<file path="src/rtl/utf8_stream_decoder_assert.svh">
// assertion macros used by the utf8 stream decoder rtl (utf8sd_decode)
// expects clk and rst to be visible in the module that uses them
`ifndef UTF8_STREAM_DECODER_ASSERT_SVH
`define UTF8_STREAM_DECODER_ASSERT_SVH

// condition must hold in the same cycle as the trigger
`define UTF8SD_ASSERT_NOW(label, trig, cond, msg) \
  label: assert property (@(posedge clk) disable iff (rst) (trig) |-> (cond)) \
    else $error(msg);

// condition must hold in the cycle after the trigger
`define UTF8SD_ASSERT_NEXT(label, trig, cond, msg) \
  label: assert property (@(posedge clk) disable iff (rst) (trig) |=> (cond)) \
    else $error(msg);

`endif

</file>
<file path="src/rtl/utf8sd_pkg.sv">
// shared types and constants of the utf8 stream decoder
// no dependencies; imported by every rtl module of the block
`timescale 1ns / 1ps
`default_nettype none

package utf8sd_pkg;

  localparam int unsigned ByteW = 8;
  localparam int unsigned CpW   = 31;
  localparam int unsigned PendW = 3;

  // lead and continuation prefix masks and patterns
  localparam logic [ByteW-1:0] AsciiLimit = 8'h80;
  localparam logic [ByteW-1:0] ContMask   = 8'hC0;
  localparam logic [ByteW-1:0] ContPat    = 8'h80;
  localparam logic [ByteW-1:0] Lead2Mask  = 8'hE0;
  localparam logic [ByteW-1:0] Lead2Pat   = 8'hC0;
  localparam logic [ByteW-1:0] Lead3Mask  = 8'hF0;
  localparam logic [ByteW-1:0] Lead3Pat   = 8'hE0;
  localparam logic [ByteW-1:0] Lead4Mask  = 8'hF8;
  localparam logic [ByteW-1:0] Lead4Pat   = 8'hF0;
  localparam logic [ByteW-1:0] Lead5Mask  = 8'hFC;
  localparam logic [ByteW-1:0] Lead5Pat   = 8'hF8;
  localparam logic [ByteW-1:0] Lead6Mask  = 8'hFE;
  localparam logic [ByteW-1:0] Lead6Pat   = 8'hFC;

  typedef struct packed {
    logic [ByteW-1:0] byte_in;
    logic             last_of_string;
  } in_beat_t;

  typedef struct packed {
    logic [CpW-1:0] code_point;
    logic           is_error;
    logic           end_of_string;
  } out_beat_t;

endpackage

`default_nettype wire

</file>
<file path="src/rtl/utf8sd_in_stage.sv">
// input register of the utf8 stream decoder: holds one accepted byte beat
// depends on utf8sd_pkg for the beat type
`timescale 1ns / 1ps
`default_nettype none

module utf8sd_in_stage (
  input  wire logic                clk,
  input  wire logic                rst,
  input  wire logic                src_valid,
  output logic                     src_ready,
  input  wire utf8sd_pkg::in_beat_t src_data,
  output logic                     beat_valid,
  input  wire logic                beat_take,
  output utf8sd_pkg::in_beat_t     beat
);
  import utf8sd_pkg::*;

  logic     valid;
  in_beat_t data;

  // free when empty or when the held beat leaves this cycle
  assign src_ready  = !valid || beat_take;
  assign beat_valid = valid;
  assign beat       = data;

  // occupancy flag
  always_ff @(posedge clk) begin
    if (rst) begin
      valid <= 1'b0;
    end else if (src_ready) begin
      valid <= src_valid;
    end
  end

  // payload capture
  always_ff @(posedge clk) begin
    if (src_valid && src_ready) begin
      data <= src_data;
    end
  end

endmodule

`default_nettype wire

</file>
<file path="src/rtl/utf8sd_decode.sv">
// sequence state and single-pass byte decode of the utf8 stream decoder
// depends on utf8sd_pkg and the assertion macro header
`timescale 1ns / 1ps
`default_nettype none
`include "utf8_stream_decoder_assert.svh"

module utf8sd_decode (
  input  wire logic                 clk,
  input  wire logic                 rst,
  input  wire logic                 cfg_wr_en,
  input  wire logic                 cfg_wr_data,
  input  wire logic                 beat_valid,
  output logic                      beat_take,
  input  wire utf8sd_pkg::in_beat_t beat,
  input  wire logic                 res_free,
  output logic                      res_load,
  output utf8sd_pkg::out_beat_t     res_beat
);
  import utf8sd_pkg::*;

  logic             ucs2_mode;
  logic [PendW-1:0] pending;
  logic [PendW-1:0] pending_next;
  logic [CpW-1:0]   partial;
  logic [CpW-1:0]   partial_next;
  logic             skip;
  logic             skip_next;
  logic             emit;
  logic             fail;
  logic [CpW-1:0]   shifted;
  logic [PendW-1:0] lead_need;
  logic [CpW-1:0]   lead_bits;
  logic             lead_ok;
  logic [ByteW-1:0] b;
  logic             last;

  assign b         = beat.byte_in;
  assign last      = beat.last_of_string;
  // a byte that gives no result never waits for the result register
  assign beat_take = beat_valid && (res_free || !emit);
  assign shifted   = {partial[CpW-7:0], b[5:0]};

  // lead byte classification, exact prefix match
  always_comb begin
    lead_ok   = 1'b1;
    lead_need = '0;
    lead_bits = '0;
    priority if ((b & Lead2Mask) == Lead2Pat) begin
      lead_need = PendW'(1);
      lead_bits = CpW'(b[4:0]);
    end else if ((b & Lead3Mask) == Lead3Pat) begin
      lead_need = PendW'(2);
      lead_bits = CpW'(b[3:0]);
    end else if ((b & Lead4Mask) == Lead4Pat && !ucs2_mode) begin
      lead_need = PendW'(3);
      lead_bits = CpW'(b[2:0]);
    end else if ((b & Lead5Mask) == Lead5Pat && !ucs2_mode) begin
      lead_need = PendW'(4);
      lead_bits = CpW'(b[1:0]);
    end else if ((b & Lead6Mask) == Lead6Pat && !ucs2_mode) begin
      lead_need = PendW'(5);
      lead_bits = CpW'(b[0]);
    end else begin
      lead_ok = 1'b0;
    end
  end

  // next state and result for the byte in the input register
  always_comb begin
    pending_next = pending;
    partial_next = partial;
    skip_next    = skip;
    emit         = 1'b0;
    fail         = 1'b0;
    res_beat     = '0;
    if (skip) begin
      if (last) begin
        skip_next = 1'b0;
      end
    end else if (pending != '0) begin
      if ((b & ContMask) != ContPat) begin
        fail = 1'b1;
      end else if (pending == PendW'(1)) begin
        emit                   = 1'b1;
        res_beat.code_point    = shifted;
        res_beat.end_of_string = last;
        pending_next           = '0;
        partial_next           = '0;
      end else if (last) begin
        fail = 1'b1;
      end else begin
        pending_next = pending - PendW'(1);
        partial_next = shifted;
      end
    end else if (b < AsciiLimit) begin
      emit                   = 1'b1;
      res_beat.code_point    = CpW'(b);
      res_beat.end_of_string = last;
    end else if (!lead_ok || last) begin
      fail = 1'b1;
    end else begin
      pending_next = lead_need;
      partial_next = lead_bits;
    end
    // error result clears the sequence and may start skipping
    if (fail) begin
      emit                   = 1'b1;
      res_beat               = '0;
      res_beat.is_error      = 1'b1;
      res_beat.end_of_string = 1'b1;
      pending_next           = '0;
      partial_next           = '0;
      skip_next              = !last;
    end
  end

  assign res_load = beat_take && emit;

  // sequence state
  always_ff @(posedge clk) begin
    if (rst) begin
      pending <= '0;
      partial <= '0;
      skip    <= 1'b0;
    end else if (beat_take) begin
      pending <= pending_next;
      partial <= partial_next;
      skip    <= skip_next;
    end
  end

  // mode register
  always_ff @(posedge clk) begin
    if (rst) begin
      ucs2_mode <= 1'b0;
    end else if (cfg_wr_en) begin
      ucs2_mode <= cfg_wr_data;
    end
  end

  `UTF8SD_ASSERT_NOW(a_skip_idle_seq, skip, pending == '0, "skipping with a sequence open")
  `UTF8SD_ASSERT_NOW(a_partial_clear, pending == '0, partial == '0, "stale partial value")
  `UTF8SD_ASSERT_NEXT(a_last_closes, beat_take && last, pending == '0 && !skip,
    "string end left state open")
  `UTF8SD_ASSERT_NEXT(a_err_skips, res_load && res_beat.is_error && !last, skip,
    "error mid-string did not start skipping")

endmodule

`default_nettype wire

</file>
<file path="src/rtl/utf8sd_out_stage.sv">
// result register of the utf8 stream decoder: holds one result beat
// depends on utf8sd_pkg for the beat type
`timescale 1ns / 1ps
`default_nettype none

module utf8sd_out_stage (
  input  wire logic                  clk,
  input  wire logic                  rst,
  output logic                       res_free,
  input  wire logic                  res_load,
  input  wire utf8sd_pkg::out_beat_t res_beat,
  output logic                       res_valid,
  input  wire logic                  res_ready,
  output utf8sd_pkg::out_beat_t      res_data
);
  import utf8sd_pkg::*;

  logic      valid;
  out_beat_t data;

  // can take a new result when empty or draining this cycle
  assign res_free  = !valid || res_ready;
  assign res_valid = valid;
  assign res_data  = data;

  // occupancy flag
  always_ff @(posedge clk) begin
    if (rst) begin
      valid <= 1'b0;
    end else if (res_free) begin
      valid <= res_load;
    end
  end

  // payload capture
  always_ff @(posedge clk) begin
    if (res_free && res_load) begin
      data <= res_beat;
    end
  end

endmodule

`default_nettype wire

</file>
<file path="src/rtl/utf8_stream_decoder.sv">
// utf8 stream decoder
//
// src channel: one utf8 byte per beat with a flag on the last byte of a string.
// res channel: one code point per finished sequence, or one error beat for a
// bad lead, bad continuation or a sequence cut short by the string end. An
// error beat carries code point zero and always ends the string; the rest of
// that string's bytes give no beat.
// cfg_wr_en / cfg_wr_data write the ucs2 mode bit (sequences of at most three
// bytes); the mode is sampled when a lead byte is decoded.
// path: a byte held in the input register is decoded combinationally into the
// result register; two register stages (input register, result register).
// throughput: one byte per cycle unless stalled; the sequence state updates per
// byte taken, so any mix of ascii and multi-byte text flows without gaps.
// reset: clears the valid flags of both stage registers, the sequence state and the mode bit.
// stall: while res_ready is low the result register holds its beat; the input
// register keeps taking bytes until a byte that needs the result register
// finds it full, then src_ready drops until the beat leaves.
// depends on utf8sd_pkg, utf8sd_in_stage, utf8sd_decode, utf8sd_out_stage.
`timescale 1ns / 1ps
`default_nettype none

module utf8_stream_decoder (
  input  wire logic                 clk,
  input  wire logic                 rst,
  input  wire logic                 cfg_wr_en,
  input  wire logic                 cfg_wr_data,
  input  wire logic                 src_valid,
  output logic                      src_ready,
  input  wire utf8sd_pkg::in_beat_t src_data,
  output logic                      res_valid,
  input  wire logic                 res_ready,
  output utf8sd_pkg::out_beat_t     res_data
);
  import utf8sd_pkg::*;

  logic      beat_valid;
  logic      beat_take;
  in_beat_t  beat;
  logic      res_free;
  logic      res_load;
  out_beat_t res_beat;

  // input register
  utf8sd_in_stage u_in (
    .clk        (clk),
    .rst        (rst),
    .src_valid  (src_valid),
    .src_ready  (src_ready),
    .src_data   (src_data),
    .beat_valid (beat_valid),
    .beat_take  (beat_take),
    .beat       (beat)
  );

  // decode and sequence state
  utf8sd_decode u_dec (
    .clk         (clk),
    .rst         (rst),
    .cfg_wr_en   (cfg_wr_en),
    .cfg_wr_data (cfg_wr_data),
    .beat_valid  (beat_valid),
    .beat_take   (beat_take),
    .beat        (beat),
    .res_free    (res_free),
    .res_load    (res_load),
    .res_beat    (res_beat)
  );

  // result register
  utf8sd_out_stage u_out (
    .clk       (clk),
    .rst       (rst),
    .res_free  (res_free),
    .res_load  (res_load),
    .res_beat  (res_beat),
    .res_valid (res_valid),
    .res_ready (res_ready),
    .res_data  (res_data)
  );

endmodule

`default_nettype wire
</file>
<file path="config.mk">
export PLATFORM = sky130hd
export DESIGN_NAME = utf8_stream_decoder
export DESIGN_NICKNAME = d
export VERILOG_FILES = /design/src/rtl/utf8sd_pkg.sv /design/src/rtl/utf8sd_in_stage.sv /design/src/rtl/utf8sd_decode.sv /design/src/rtl/utf8sd_out_stage.sv /design/src/rtl/utf8_stream_decoder.sv
export VERILOG_INCLUDE_DIRS = /design/src /design/src/rtl
export SDC_FILE = /design/constraint.sdc
export NUM_CORES = 1
export LEC_CHECK = 0
export BUFFER_PORTS_ARGS = -buffer_cell sky130_fd_sc_hd__buf_4
export CORE_MARGIN = 3
export CORE_UTILIZATION = 44
export DETAILED_ROUTE_END_ITERATION = 16
export GPL_TIMING_DRIVEN = 0
export PLACE_DENSITY = 0.72
export SYNTH_ARGS = -nofsm -noshare
export SYNTH_HDL_FRONTEND = slang
export SYNTH_HIERARCHICAL = 1
export SYNTH_SLANG_ARGS = --single-unit
</file>
<file path="constraint.sdc">
create_clock -name clk -period 2.55 [get_ports clk]
set_input_delay 0 -clock clk [delete_from_list [all_inputs] [get_ports clk]]
set_output_delay 0 -clock clk [all_outputs]
set_load 0.05 [all_outputs]
</file>
==> impl_metrics.yaml <==
final_layout:
  areaGrowthSynthToFinish_pct: 32.0
  regArea_um2: 1910
  diodes: 0
  finalNonFillerCells: 461
  multiInputGateArea_um2: 1290
  drive_gt1_frac: 0.310
  finalNetCount: 378
  fillers: 553
floorplanning:
  die_x_um: 91.6
  io_pins: 50
  die_area_um2: 8400
  die_y_um: 91.6
  start_util: 0.465
  row_count: 30
  core-area_um2: 6940
route:
  drcViolationCount: 0
  vias: 2345
  drt_iter0_markers: 128
  wire_per_inst_um: 15.0
  firstDrtPassIters: 4
  routed_wl_mm: 6.92
  via_per_inst: 5.09
  ant_nets: 0
yosys:
  synth_cells: 273
  ys_top_cells_by_count: "42 x edfxtp_1, 32 x dfxtp_1, 31 x and2_1"
  synth_area_leaders: "edfxtp_1 39%, dfxtp_1 20%, and2_1 6.0%"
  ys.flop_type: "edfxtp_1"
  syn_avg_cell_area_um2: 11.8
  synth_nets: 291
  yosys.area.top_type: "edfxtp_1"
  yosysMostFrequentCell: "edfxtp_1"
  netlist_area_um2: 3230
  synthArstFlopShare: 0
  ys_seq_area_frac: 0.589
  synth_top_area_share: 0.391
  synth_edf_count: 42
  yosysUniqueCellTypes: 51
  ys_seq_elements: 74
  ys_warn_count: 6
power_and_ir_drop:
  leakage_nw: 1.57
  vdd_drop_max_v: 0.000449
  p_per_area_nw_per_um2: 645
worst_hold_path:
  min_path_type: "in2reg"
clock_tree:
  cts_tree: "built"
  clk_pin_slew_ns: 0.07
  clockBufferDepth: 2
  cts_max_level: 3
  clock-sinks: 74
  cts-root-buf: "clkbuf_8"
  clock_latency_ns: 0.34
  cts_buffers: 9
timing:
  final_max_slew_viol_count: 0
  finalCritPeriodShare: 0.967
  timing.final.ws_setup_ns: 0.0848
  worst_hold_slack_ns: 0.0351
  setup_violations: 0
  hold_viol: 0
  min_period_ns: 2.47
  max_slew_margin: 0.483
  fin_skew_ns: 0.00833
  fmax_ghz: 0.406
  tightest_slew_ns: 0.770
setup_path:
  path_buf_inv: 2
  cp.arrival_ns: 2.47
  crit_fanout: 12
  cp_cell_sequence: "inv_4, ha_4, and2b_2, o21ai_4, or4_4, a31o_4, and2_1, nand2b_4, buf_8"
  max_stage_delay_ns: 0.52
  regToRegSetupSlack_ns: 0.11
  criticalPathCategory: "reg2out"
  worstSetupEndpointType: "output port"
  cpMaxStageDelayCell: "or4_4"
  setup.worst_path.start_class: "flip-flop"
  critPathRequiredTime_ns: 2.55
  crit_family: "simple AND/OR/NAND/NOR gates"
global_route:
  track_usage: 0.174
  use_met3: 0.0451
  grtUsageMet2: 0.273
  grtUsageMet1: 0.230
  grt_most_used_layer: "met2"
  grt_antenna_before_repair: 0
  grt_pass1_vias: 2305
  grt_max_degree: 18
  grt-ovfl-total: 0
  grt_pass1_wl_mm: 11.4
run_status:
  status: "finished clean"
placed_design:
  dpl.hpwl_mm: 4.42
  place_congestion: 0.874
  dp.cells: 418
  place_ws_ns: -0.0700
  numPortBuffers: 49
job:
  drv_cap: 0
power breakdown:
group          switching [mW]  internal [mW]  total, mW
combinational           0.258          0.154      0.412
clock                   0.424          0.569      0.993
sequential             0.0295           1.31       1.34
total                   0.712           2.04       2.75
registers in the layout (all words and copies together), names as in the netlist:
name / flops
u_out/res_data: 33
u_dec/skip: 1
u_in/beat: 9
u_dec/partial: 25
u_out/res_valid: 1
u_dec/pending: 3
u_dec/ucs2_mode: 1
u_in/beat_valid: 1
metrics by stage:
stage               utilization  cell area [um2]  TNS, ns  power [mW]
floorplan                     -             3270   -0.209        1.62
global placement          0.541             3760    -1.52        1.73
detailed placement        0.541             3760    -2.44        1.73
CTS                       0.601             4170  -0.0783        2.75
global route              0.614             4260   -0.195        2.85
finish                    0.614             4260        0        2.75
path summary, 6_finish.rpt:
kind / cells past startpoint / startpoint / endpoint
min: 3 / res_ready / u_out/res_valid$_SDFFE_PP0P_
min reg2reg: 2 / u_dec/partial[23]$_SDFFE_PP0P_ / u_dec/partial[23]$_SDFFE_PP0P_
max reg2reg: 8 / u_dec/pending[0]$_SDFFE_PP0P_ / u_out/res_data[1]$_DFFE_PP_
max: 9 / u_dec/pending[0]$_SDFFE_PP0P_ / src_ready
layer usage:
layer	up-vias	part of all wire
met1	1098	0.45
met5	-	0
met4	0	0.014
met3	8	0.043
met2	70	0.50
li1	1169	-
tightest hold or removal path: stages:
cell and delay [ns]:
buf_4 0.08, nand2b_4 0.18, a21oi_2 0.07
kinds of logic after synthesis:
group           Yosys count  synth area share
fa+ha+maj                 3            0.0116
simple gates            114             0.231
mux                       7            0.0217
compound gates           54             0.114
flops                    74             0.589
buf+inv                  21            0.0318
layout by cell type (no fill, tap or decap), types with 7 or more instances in the layout:
cell / n
a21oi_1: 7
and2_1: 31
buf_4: 62
clkbuf_8: 10
dfxtp_1: 31
dlygate4sd3_1: 13
edfxtp_1: 42
mux2i_1: 7
nand2b_1: 27
nand4_1: 20
o21ai_1: 20
final cells by class:
cell class	count	area share
clock buffers	10	0.0323
repair buffers	76	0.146
well taps	96	0.0282
multi-input cells	179	0.304
inverters	7	0.00675
flip-flops and latches	74	0.447
clock inverters	6	0.0188
plain buffers	13	0.0167
what timing repair did:
action | in CTS | in global routing
cloned | 1 | 0
setup endpoints to repair | 43 | 51
endpoints found under the hold margin | 12 | 0
hold buffers | 13 | 0
pin swaps | 2 | 5
buffers inserted | 6 | 8
gates resized for setup | 5 | 8
Power figures use the tool's default switching activity.
